==> src/hw/rtl/generational_handle_allocator_defines.svh <==
// ---------------------------------------------------------------------------
// generational handle allocator assertion macros
// shared concurrent assertion forms, clocked on clk, disabled in reset
// ---------------------------------------------------------------------------
`ifndef GENERATIONAL_HANDLE_ALLOCATOR_DEFINES_SVH
`define GENERATIONAL_HANDLE_ALLOCATOR_DEFINES_SVH

// same-cycle implication
`define GHA_ASSERT_IMPL(lbl, ante, cons, msg) \
  lbl: assert property (@(posedge clk) disable iff (!rst_n) (ante) |-> (cons)) \
    else $error(msg);

// next-cycle implication
`define GHA_ASSERT_NEXT(lbl, ante, cons, msg) \
  lbl: assert property (@(posedge clk) disable iff (!rst_n) (ante) |=> (cons)) \
    else $error(msg);

`endif

==> src/hw/rtl/gha_pkg.sv <==
// ---------------------------------------------------------------------------
// gha_pkg
// shared types, request modes and constants of the handle allocator
// ---------------------------------------------------------------------------
package gha_pkg;

  localparam int MAX_SLOTS_DEF = 64;

  localparam int MODE_W    = 2;
  localparam int HIDX_W    = 6;
  localparam int VER_W     = 32;
  localparam int LIMIT_W   = 7;
  localparam int LCOUNT_W  = 7;

  localparam logic [LIMIT_W-1:0] LIMIT_RESET = 7'd64;

  localparam logic [MODE_W-1:0] MODE_SPAWN     = 2'd0;
  localparam logic [MODE_W-1:0] MODE_DESTROY   = 2'd1;
  localparam logic [MODE_W-1:0] MODE_CHECK     = 2'd2;
  localparam logic [MODE_W-1:0] MODE_CLEAR_ALL = 2'd3;

  typedef struct packed {
    logic [MODE_W-1:0] mode;
    logic [HIDX_W-1:0] handle_index;
    logic [VER_W-1:0]  handle_version;
  } gha_in_t;

  typedef struct packed {
    logic                ok;
    logic [HIDX_W-1:0]   result_index;
    logic [VER_W-1:0]    result_version;
    logic [LCOUNT_W-1:0] live_count;
  } gha_out_t;

  typedef enum logic {
    ST_IDLE,
    ST_EXEC
  } gha_state_t;

  typedef struct packed {
    logic load;
    logic commit;
  } gha_cmd_t;

endpackage

==> src/hw/rtl/gha_ram.sv <==
// ---------------------------------------------------------------------------
// gha_ram
// generic single-write, single-read ram with registered read data
// ---------------------------------------------------------------------------
module gha_ram #(
  parameter int WIDTH = 32,
  parameter int DEPTH = 64
) (
  input  logic                     clk,
  input  logic                     wr_en,
  input  logic [$clog2(DEPTH)-1:0] wr_addr,
  input  logic [WIDTH-1:0]         wr_data,
  input  logic                     rd_en,
  input  logic [$clog2(DEPTH)-1:0] rd_addr,
  output logic [WIDTH-1:0]         rd_data
);

  logic [WIDTH-1:0] mem_r [DEPTH];
  logic [WIDTH-1:0] rd_data_r;

  always_ff @(posedge clk) begin
    if (wr_en) begin
      mem_r[wr_addr] <= wr_data;
    end
    if (rd_en) begin
      rd_data_r <= mem_r[rd_addr];
    end
  end

  assign rd_data = rd_data_r;

endmodule

==> src/hw/rtl/gha_ctrl.sv <==
// ---------------------------------------------------------------------------
// gha_ctrl
// two-state sequencer: search and version read, then update and result
// ---------------------------------------------------------------------------
`include "generational_handle_allocator_defines.svh"

module gha_ctrl import gha_pkg::*; (
  input  logic     clk,
  input  logic     rst_n,
  input  logic     in_valid,
  output logic     in_stall,
  output logic     out_valid,
  input  logic     out_stall,
  output logic     cfg_ready,
  output gha_cmd_t cmd
);

  gha_state_t state_r, state_nxt;
  logic       out_valid_r, out_valid_nxt;

  always_comb begin
    state_nxt = state_r;
    case (state_r)
      ST_IDLE: begin
        if (in_valid) begin
          state_nxt = ST_EXEC;
        end
      end
      ST_EXEC: begin
        if (!out_valid_r || !out_stall) begin
          state_nxt = ST_IDLE;
        end
      end
      default: state_nxt = ST_IDLE;
    endcase
  end

  always_comb begin
    cmd.load   = 1'b0;
    cmd.commit = 1'b0;
    in_stall   = 1'b1;
    cfg_ready  = 1'b0;
    case (state_r)
      ST_IDLE: begin
        in_stall  = 1'b0;
        cfg_ready = !in_valid;
        cmd.load  = in_valid;
      end
      ST_EXEC: begin
        cmd.commit = !out_valid_r || !out_stall;
      end
      default: begin
        in_stall = 1'b1;
      end
    endcase
  end

  always_comb begin
    out_valid_nxt = out_valid_r && out_stall;
    if (cmd.commit) begin
      out_valid_nxt = 1'b1;
    end
  end

  always_ff @(posedge clk) begin
    if (!rst_n) begin
      state_r     <= ST_IDLE;
      out_valid_r <= 1'b0;
    end else begin
      state_r     <= state_nxt;
      out_valid_r <= out_valid_nxt;
    end
  end

  assign out_valid = out_valid_r;

  `GHA_ASSERT_NEXT(a_commit_shows_result, cmd.commit, out_valid_r, "commit without result")
  `GHA_ASSERT_NEXT(a_load_enters_exec, cmd.load, state_r == ST_EXEC,
                   "load did not start exec")
  `GHA_ASSERT_NEXT(a_exec_waits, (state_r == ST_EXEC) && !cmd.commit,
                   (state_r == ST_EXEC) && out_valid_r, "exec left without commit")

endmodule

==> src/hw/rtl/gha_dpath.sv <==
// ---------------------------------------------------------------------------
// gha_dpath
// reserved bits, lowest-free search, version ram, counters and result register
// ---------------------------------------------------------------------------
`include "generational_handle_allocator_defines.svh"

module gha_dpath import gha_pkg::*; #(
  parameter int MAX_SLOTS = MAX_SLOTS_DEF
) (
  input  logic               clk,
  input  logic               rst_n,
  input  gha_cmd_t           cmd,
  input  gha_in_t            in_data,
  input  logic               cfg_we,
  input  logic [LIMIT_W-1:0] cfg_data,
  output gha_out_t           out_data
);

  localparam int IDX_W = $clog2(MAX_SLOTS);
  localparam int CNT_W = $clog2(MAX_SLOTS + 1);

  logic [LIMIT_W-1:0]   limit_r;
  logic [CNT_W-1:0]     lim;
  logic [MAX_SLOTS-1:0] reserved_r, reserved_nxt;
  logic [MAX_SLOTS-1:0] vvalid_r, vvalid_nxt;
  logic [CNT_W-1:0]     live_r, live_nxt;
  logic [CNT_W-1:0]     hint_r, hint_nxt;

  gha_in_t              item_r;
  logic                 found_r;
  logic [IDX_W-1:0]     found_idx_r;
  logic                 rd_vvalid_r;
  gha_out_t             out_r, out_nxt;

  logic                 found;
  logic [IDX_W-1:0]     found_idx;
  logic [IDX_W-1:0]     in_hidx;
  logic [IDX_W-1:0]     rd_addr;
  logic [IDX_W-1:0]     hidx;
  logic                 in_range;
  logic [VER_W-1:0]     ram_rd_data;
  logic [VER_W-1:0]     ver_cur;
  logic [VER_W-1:0]     ver_inc;
  logic [VER_W-1:0]     ver_new;
  logic                 ram_we;

  // effective slot limit
  always_comb begin
    if (limit_r == '0) begin
      lim = CNT_W'(1);
    end else if (32'(limit_r) > 32'(MAX_SLOTS)) begin
      lim = CNT_W'(MAX_SLOTS);
    end else begin
      lim = CNT_W'(limit_r);
    end
  end

  // lowest free slot in [hint, lim)
  always_comb begin
    found     = 1'b0;
    found_idx = '0;
    for (int i = MAX_SLOTS - 1; i >= 0; i--) begin
      if (!reserved_r[i] && (i >= int'(hint_r)) && (i < int'(lim))) begin
        found     = 1'b1;
        found_idx = IDX_W'(i);
      end
    end
  end

  assign in_hidx = IDX_W'(in_data.handle_index);
  assign rd_addr = (in_data.mode == MODE_SPAWN) ? found_idx : in_hidx;

  gha_ram #(
    .WIDTH (VER_W),
    .DEPTH (MAX_SLOTS)
  ) u_ver_ram (
    .clk     (clk),
    .wr_en   (ram_we),
    .wr_addr (found_idx_r),
    .wr_data (ver_new),
    .rd_en   (cmd.load),
    .rd_addr (rd_addr),
    .rd_data (ram_rd_data)
  );

  assign hidx     = IDX_W'(item_r.handle_index);
  assign in_range = 32'(item_r.handle_index) < 32'(lim);
  assign ver_cur  = rd_vvalid_r ? ram_rd_data : '0;
  assign ver_inc  = ver_cur + VER_W'(1);
  assign ver_new  = (ver_inc == '0) ? VER_W'(1) : ver_inc;
  assign ram_we   = cmd.commit && (item_r.mode == MODE_SPAWN) && found_r;

  always_comb begin
    reserved_nxt           = reserved_r;
    vvalid_nxt             = vvalid_r;
    live_nxt               = live_r;
    hint_nxt               = hint_r;
    out_nxt.ok             = 1'b0;
    out_nxt.result_index   = '0;
    out_nxt.result_version = '0;
    case (item_r.mode)
      MODE_SPAWN: begin
        if (found_r) begin
          reserved_nxt[found_idx_r] = 1'b1;
          vvalid_nxt[found_idx_r]   = 1'b1;
          live_nxt                  = live_r + CNT_W'(1);
          hint_nxt                  = CNT_W'(found_idx_r) + CNT_W'(1);
          out_nxt.ok                = 1'b1;
          out_nxt.result_index      = HIDX_W'(found_idx_r);
          out_nxt.result_version    = ver_new;
        end
      end
      MODE_DESTROY: begin
        if (in_range && reserved_r[hidx]) begin
          reserved_nxt[hidx] = 1'b0;
          live_nxt           = live_r - CNT_W'(1);
          if (32'(hidx) < 32'(hint_r)) begin
            hint_nxt = CNT_W'(hidx);
          end
          out_nxt.ok = 1'b1;
        end
      end
      MODE_CHECK: begin
        out_nxt.ok = (item_r.handle_version != '0) && in_range && reserved_r[hidx]
                     && (ver_cur == item_r.handle_version);
      end
      MODE_CLEAR_ALL: begin
        reserved_nxt = '0;
        live_nxt     = '0;
        hint_nxt     = '0;
        out_nxt.ok   = 1'b1;
      end
      default: begin
        out_nxt.ok = 1'b0;
      end
    endcase
    out_nxt.live_count = LCOUNT_W'(live_nxt);
  end

  always_ff @(posedge clk) begin
    if (!rst_n) begin
      limit_r    <= LIMIT_RESET;
      reserved_r <= '0;
      vvalid_r   <= '0;
      live_r     <= '0;
      hint_r     <= '0;
    end else begin
      if (cfg_we) begin
        limit_r <= cfg_data;
      end
      if (cmd.commit) begin
        reserved_r <= reserved_nxt;
        vvalid_r   <= vvalid_nxt;
        live_r     <= live_nxt;
        hint_r     <= hint_nxt;
      end
    end
  end

  always_ff @(posedge clk) begin
    if (cmd.load) begin
      item_r      <= in_data;
      found_r     <= found;
      found_idx_r <= found_idx;
      rd_vvalid_r <= vvalid_r[rd_addr];
    end
    if (cmd.commit) begin
      out_r <= out_nxt;
    end
  end

  assign out_data = out_r;

  `GHA_ASSERT_IMPL(a_live_matches_bits, 1'b1,
                   32'(live_r) == 32'($countones(reserved_r)), "live count mismatch")
  `GHA_ASSERT_NEXT(a_failed_spawn_keeps_count,
                   cmd.commit && (item_r.mode == MODE_SPAWN) && !found_r,
                   $stable(live_r), "failed spawn changed count")
  `GHA_ASSERT_IMPL(a_hint_bounded, 1'b1, 32'(hint_r) <= 32'(MAX_SLOTS), "hint beyond table")

endmodule

==> src/hw/rtl/generational_handle_allocator.sv <==
// ---------------------------------------------------------------------------
// generational_handle_allocator
// slot allocator handing out index/version handles with a live count
// ---------------------------------------------------------------------------
// A request is handled in the idle and exec states: in the accept cycle a priority search over
// the reserved bits finds the lowest free slot from the hint up to the slot
// limit and the version ram is read; in the exec state the slot state,
// counters and version are updated and the result register is loaded. The
// exec state waits while the result register still holds an untaken
// result, and the next request is accepted in the cycle after it completes.
// Versions keep per-slot valid bits cleared by reset, so the allocator is
// usable directly after reset. The slot limit is taken only while no request
// is in flight or offered.
module generational_handle_allocator import gha_pkg::*; #(
  parameter int MAX_SLOTS = MAX_SLOTS_DEF
) (
  input  logic               clk,
  input  logic               rst_n,
  input  logic               in_valid,
  output logic               in_stall,
  input  gha_in_t            in_data,
  output logic               out_valid,
  input  logic               out_stall,
  output gha_out_t           out_data,
  input  logic               cfg_valid,
  output logic               cfg_ready,
  input  logic [LIMIT_W-1:0] cfg_data
);

  gha_cmd_t cmd;

  gha_ctrl u_ctrl (
    .clk       (clk),
    .rst_n     (rst_n),
    .in_valid  (in_valid),
    .in_stall  (in_stall),
    .out_valid (out_valid),
    .out_stall (out_stall),
    .cfg_ready (cfg_ready),
    .cmd       (cmd)
  );

  gha_dpath #(
    .MAX_SLOTS (MAX_SLOTS)
  ) u_dpath (
    .clk      (clk),
    .rst_n    (rst_n),
    .cmd      (cmd),
    .in_data  (in_data),
    .cfg_we   (cfg_valid && cfg_ready),
    .cfg_data (cfg_data),
    .out_data (out_data)
  );

endmodule

==> config.mk <==
export PLATFORM = sky130hd
export DESIGN_NAME = generational_handle_allocator
export DESIGN_NICKNAME = d
export VERILOG_FILES = /design/src/hw/rtl/gha_pkg.sv /design/src/hw/rtl/gha_ram.sv /design/src/hw/rtl/gha_ctrl.sv /design/src/hw/rtl/gha_dpath.sv /design/src/hw/rtl/generational_handle_allocator.sv
export VERILOG_INCLUDE_DIRS = /design/src /design/src/hw/rtl
export SDC_FILE = /design/constraint.sdc
export NUM_CORES = 2
export LEC_CHECK = 0
export ABC_AREA = 1
export ABC_CLOCK_PERIOD_IN_PS = 9950
export BUFFER_PORTS_ARGS = -buffer_cell sky130_fd_sc_hd__buf_2
export CORE_MARGIN = 4
export CORE_UTILIZATION = 40
export CTS_CLUSTER_DIAMETER = 200
export DETAILED_ROUTE_END_ITERATION = 6
export GPL_ROUTABILITY_DRIVEN = 0
export SLEW_MARGIN = 25
export SYNTH_ARGS = -nofsm -noshare
export SYNTH_HDL_FRONTEND = slang
export SYNTH_SLANG_ARGS = --single-unit
==> constraint.sdc <==
create_clock -name clk -period 9.95 [get_ports clk]
set_input_delay 1.99 -clock clk [delete_from_list [all_inputs] [get_ports clk]]
set_output_delay 1.99 -clock clk [all_outputs]
set_load 0.01 [all_outputs]
* After elaboration in Yosys (flattened, before gate mapping)
Memory sizes are Yosys's and may differ from the RTL's. A register that Yosys moved wholly into a read port is not among the register bits.
Cells that the tools add are included.
** Cells by class
- Add/subtract/negate cells :: 4
- Magnitude comparators :: 136
- Eq/ne operators :: 7
- Multiplexer cells :: 101
- Bitwise gates (word level) :: 5
- Reductions and logical operators :: 217
** Operators with widths (number)
- $mux W6 :: 65
- $ge A6 B7 Y1 const A :: 32
- $lt A6 B7 Y1 const A :: 32
- $pmux W64 S3 :: 1
- $logic_and A1 B1 Y1 :: 138
- $mux W64 :: 2
- $or A64 B64 Y64 :: 2
- $ge A5 B7 Y1 const A :: 16
- $lt A5 B7 Y1 const A :: 16
- $logic_not A1 Y1 :: 67
- $and A64 B64 Y64 :: 1
- $mux W32 :: 2
- $not A64 Y64 :: 1
- $reduce_or A63 Y1 :: 1
- $ge A4 B7 Y1 const A :: 8
- $lt A4 B7 Y1 const A :: 8
- $mux W7 :: 7
- $pmux W7 S3 :: 2
- $mux W39 :: 1
- $add A32 B1 Y32 const B :: 1
- $eq A32 B32 Y1 :: 1
- $logic_not A32 Y1 :: 1
- $reduce_bool A32 Y1 :: 1
- $ge A3 B7 Y1 const A :: 4
- other kinds (29) :: 60
** Word-level totals
- Register bits after elaboration :: 245
- RAM bits :: 2048
- Bits of input ports :: 52
- Output and inout bits :: 49
- Logic and storage cells :: 488
- Memories :: 1
** Memories
- u_dpath.u_ver_ram.mem_r :: depth 64, width 32, rd ports 1, clocked after memory_dff 1, wr ports 1, line gha_ram.sv:18 : logic [WIDTH-1:0] mem_r [DEPTH];

* Longest topological paths before layout
- Depth in word-level cells :: 72
- Depth in mapped cells :: 83
- Depth with buffers taken out :: 79

* Modules after synthesis
A second synthesis with hierarchy kept.
** Unflattened totals
- Cells, all modules :: 8913
- Area total of the unflattened synthesis :: 98134.1 µm²
** By module, submodules not included
- gha_ram :: instances 1, cells an instance 6769, area an instance 83106.0 µm², sequential area each 62459.9 µm²
- gha_dpath :: instances 1, cells an instance 2131, area an instance 14936.8 µm², sequential area each 5805.6 µm²
- gha_ctrl :: instances 1, cells an instance 11, area an instance 83.8 µm², sequential area each 40.0 µm²
- generational_handle_allocator :: instances 1, cells an instance 2, area an instance 7.5 µm², sequential area each 0.0 µm²

* Worst setup path after synthesis
Ideal clock, no wire load.
- Kind :: register to register
- From :: register u_dpath.rd_vvalid_r
- To :: memory u_dpath.u_ver_ram.mem_r[0][1], data pin
- Library setup time :: 0.343 ns
- Data arrival time :: 6.311 ns
- Required time :: 9.607 ns
- Setup slack :: 3.296 ns
- Cell stages (with the launch flop) :: 30
- Buffers on the path :: 1
- Period minus slack after synthesis :: 6.654 ns
- Cells stage by stage :: edfxtp_1 clkbuf_1 nand2_1 inv_1 ha_1 inv_1 nor3_1 nand4_1 nor2_1 inv_1 nor2_1 inv_1 nor3_1 nand4_1 nor3_1 nand4_1 nor2_1 nand3_1 nor2_1 nand2_1 inv_1 nand4_1 nor3b_1 xor2_1 inv_1 nand4_1 nor2_1 nand4_1 nand2_1 inv_1
** On the way
- Word-level cells in the longest chain between the ends :: 4
** RTL lines
- start: declaration :: line gha_dpath.sv:32 : logic rd_vvalid_r;
- start signal: assignment :: line gha_dpath.sv:165 : rd_vvalid_r <= vvalid_r[rd_addr];
- $mux W32 (*) :: line gha_dpath.sv:88 : assign ver_cur = rd_vvalid_r ? ram_rd_data : '0;
- $add A32 B1 Y32 (*) :: line gha_dpath.sv:89 : assign ver_inc = ver_cur + VER_W'(1);
- $logic_not A32 Y1 :: line gha_dpath.sv:90 : assign ver_new = (ver_inc == '0) ? VER_W'(1) : ver_inc;
- $mux W32 (*) :: line gha_dpath.sv:90
- via u_dpath.u_ver_ram.wr_data[1] :: line gha_ram.sv:12 : input logic [WIDTH-1:0] wr_data,
- end: declaration :: line gha_ram.sv:18
The timed path passes the listed nets; every way through them passes the cells marked *.

* Worst setup path in the final report
- From :: register u_dpath.rd_vvalid_r
- To :: memory u_dpath.u_ver_ram.mem_r[63][1], data pin
The elaborated chain is that of the path after synthesis.

==> flow_summary.json <==
{
  "status": "finished with violations",
  "violations": "design-rule violations",
  "powerDensity_mw_per_mm2": 194,
  "seqCellArea_mm2": 0.0683,
  "drv_cap": 0,
  "syn-mean-instance-area_um2": 10.5,
  "rows": 187,
  "synth_edf_count": 2174,
  "hold_viol": 0,
  "cp_num_buf_inv": 7,
  "p_switching_mw": 6.13,
  "holdBufCountCts": 0,
  "grt_util_all_layers_pct": 23.8,
  "crit_path_max_incr_delay_ns": 0.79,
  "ys_ff_latch": 2325,
  "die_x_um": 518,
  "yosys_warnings": 0,
  "post_cts_buffers": 0,
  "drcViolationCount": 46,
  "setup_tns_ns": 0,
  "end_kind": "flip-flop",
  "hp-class": "flip-flop to flip-flop",
  "syn-cell-area_mm2": 0.104,
  "viasPerCell": 5.68,
  "setup_ws_ns": 2.22,
  "worstSetupPathType": "flip-flop to flip-flop",
  "ys.flop_type": "edfxtp_1",
  "yosysTopAreaCell": "edfxtp_1",
  "clkPwrFrac_pct": 37.7,
  "swShare_pct": 27.2,
  "grt_pass1_vias": 71600,
  "postSynthCellCount": 9920,
  "io_pins": 101,
  "h-tree-depth": 4,
  "ys_types": 53,
  "num_vias": 76200,
  "fin_crit_ns": 7.73,
  "path_clk_slew_ns": 0.06,
  "ys_seq_area_share_pct": 65.5,
  "insertion_delay_ns": 0.89,
  "power_frac_seq_pct": 49.2,
  "drtIter0Drc": 10300,
  "fp.dieH_um": 518,
  "antenna_found_initial": 16,
  "multi_input_area_mm2": 0.0293,
  "crit_family": "simple AND/OR/NAND/NOR gates",
  "fin_nets": 9874,
  "hpwlAfterDp_um": 179000,
  "max_freq_ghz": 0.129,
  "combPwrFrac_pct": 13.1,
  "p_leak_nw": 44.2,
  "grt_overflow": 0,
  "numCtsBuffers": 230,
  "synth-async-reset-ratio_pct": 0,
  "fin_worst_skew_ns": 0.0430,
  "cp.arrival_ns": 8.05,
  "cpMaxStageDelayCell": "nor4_1",
  "critPathMostFrequentCell": "nor2_1",
  "setup_violations": 0,
  "max-vdd-ir-drop_mv": 0.220,
  "clockRootBuffer": "clkbuf_16",
  "synthTopCellsByArea": "edfxtp_1 63%, nand3_1 9.6%, nand2_1 7.0%",
  "placed_area_mm2": 0.109,
  "syn_nets": 9986,
  "cts.repair.resized": 0,
  "io_buffers": 100,
  "place_worst_setup_slack_ns": 2.27,
  "cts_tree": "done",
  "final_area_mm2": 0.116,
  "clockBufferDepth": 3,
  "cp-start-kind": "flip-flop",
  "crit_path_max_fanout": 65,
  "nFillCells": 23600,
  "p_int_mw": 16.4,
  "clock-sinks": 2325,
  "start_util_pct": 40.2,
  "worst_slew_pin_slew_ns": 1.04,
  "area_growth_pct": 11.5,
  "finalMaxSlewViolations": 0,
  "synth_top_area_share_pct": 62.6,
  "crit_required_ns": 10.28,
  "grt_max_degree": 157,
  "grt_first_pass_wirelength_um": 486000,
  "antenna_left": 0,
  "layout-drive-gt1-share_pct": 7.36,
  "fin_crit_sh_pct": 77.6,
  "core_mm2": 0.259,
  "rsz0062_at_grt": "false",
  "wirelength_um": 332000,
  "drt_pass1_iterations": 7,
  "fp.dieArea_mm2": 0.269,
  "wl_per_cell_um": 24.7,
  "max-slew-margin-rel_pct": 30.6
}
-- synth_stat cells, types with 6 or more instances --
library cell  number
a2111oi_0          6
a211oi_1          14
a21oi_1           71
a221oi_1          52
a31oi_1           13
buf_1            121
buf_2            130
buf_4             30
clkbuf_1         340
clkinv_1          12
dfxtp_1          151
edfxtp_1        2174
ha_1              14
inv_1           1230
inv_2             14
nand2_1         1945
nand3_1         1990
nand3b_1         774
nand4_1           59
nor2_1           354
nor3_1            91
nor4_1            24
o2111ai_1         15
o211ai_1          27
o21ai_0          150
o21ai_1            7
o22ai_1           28
xnor2_1            6
xor2_1            32
-- per-stage QoR --
stage          instances  utilization, %  total power, mW  hold WS, ns
3_3_place_gp       13000            42.0             14.2        0.442
6_report           13400            44.8             22.5        0.457
3_5_place_dp       13000            42.0             14.2        0.447
5_1_grt            13400            44.8             23.3        0.484
4_1_cts            13400            44.8             22.6        0.456
2_1_floorplan       9920               -             13.1        0.431
-- cells by family after synthesis --
kind of cell | Yosys count | synth area share [%]
buffers and inverters | 1881 | 7.07
DFF | 2325 | 65.5
and+or+nand+nor | 5260 | 24.5
xor gates and xnor gates | 38 | 0.319
adders and majority gates | 14 | 0.168
AOI/OAI and AO/OA | 402 | 2.40
-- placed cells by master (no fill, tap or decap), types with 28 or more instances in the layout --
master and n:
edfxtp_1 2174, inv_1 1208, clkbuf_1 59, nand3_1 1989, nor3_1 56, buf_12 35
clkinv_1 58, buf_4 144, o21ai_0 148, nand4_1 59, o22ai_1 28, clkinv_2 55
dfxtp_1 151, nand3b_1 774, clkbuf_16 234, a21oi_1 71, a221oi_1 52, nand2_1 1944
nor2_1 336, nor3_2 35, buf_2 100
-- worst min-delay path, stage by stage (launching register included) --
cell and delay (ns):
dfxtp_1 0.30, inv_1 0.06, a21oi_1 0.06
-- flip-flops by register name (all words and copies together), names as in the netlist, 6 cells and up --
signal,count
u_dpath.u_ver_ram.mem_r,2048
u_dpath.hint_r,7
u_dpath.u_ver_ram.rd_data,32
u_dpath.vvalid_r,64
u_dpath.hidx,6
u_dpath.out_data,46
u_dpath.live_r,7
u_dpath.found_idx_r,6
u_dpath.item_r,34
u_dpath.reserved_r,64
u_dpath.limit_r,7
-- power groups by stage --
stage               clock network, mW  registers (mW)  logic [mW]
finish                           8.48            11.1        2.95
global route                     8.99            11.1        3.20
CTS                              8.58            11.1        2.92
detailed placement                  0            11.3        2.91
global placement                    0            11.3        2.88
floorplan                           0            11.2        1.82
-- final cells by class --
type | count | share of cell area [%]
flip-flops and latches | 2325 | 58.8
multi-input cells | 5714 | 25.2
clock buffers | 293 | 5.23
inverters | 1256 | 4.09
well taps | 3402 | 3.66
repair buffers | 281 | 1.98
clock inverters | 133 | 1.01
diodes | 2 | 0.00431
-- final timing paths --
path / cells after the start / slack [ns] / to / startpoint
worst max-delay path: 26 / 2.22 / u_dpath.u_ver_ram.mem_r[63][1]$_DFFE_PP_ / u_dpath.rd_vvalid_r$_DFFE_PP_
worst min-delay path: 2 / 0.46 / u_dpath.vvalid_r[57]$_SDFFE_PN0P_ / u_dpath.vvalid_r[57]$_SDFFE_PN0P_
worst max register to register: 26 / 2.22 / u_dpath.u_ver_ram.mem_r[63][1]$_DFFE_PP_ / u_dpath.rd_vvalid_r$_DFFE_PP_
worst min register to register: 2 / 0.46 / u_dpath.vvalid_r[57]$_SDFFE_PN0P_ / u_dpath.vvalid_r[57]$_SDFFE_PN0P_
-- routing by layer --
metal / vias up / GRT usage [%] / part of all wire [%]
met5: - / 0 / 0.017
met4: 8 / 7.13 / 2.9
met3: 683 / 4.39 / 10
met2: 4166 / 38.2 / 46
met1: 37500 / 33.0 / 41
li1: 33900 / - / -
No activity file was read; power rests on OpenSTA's default activity.
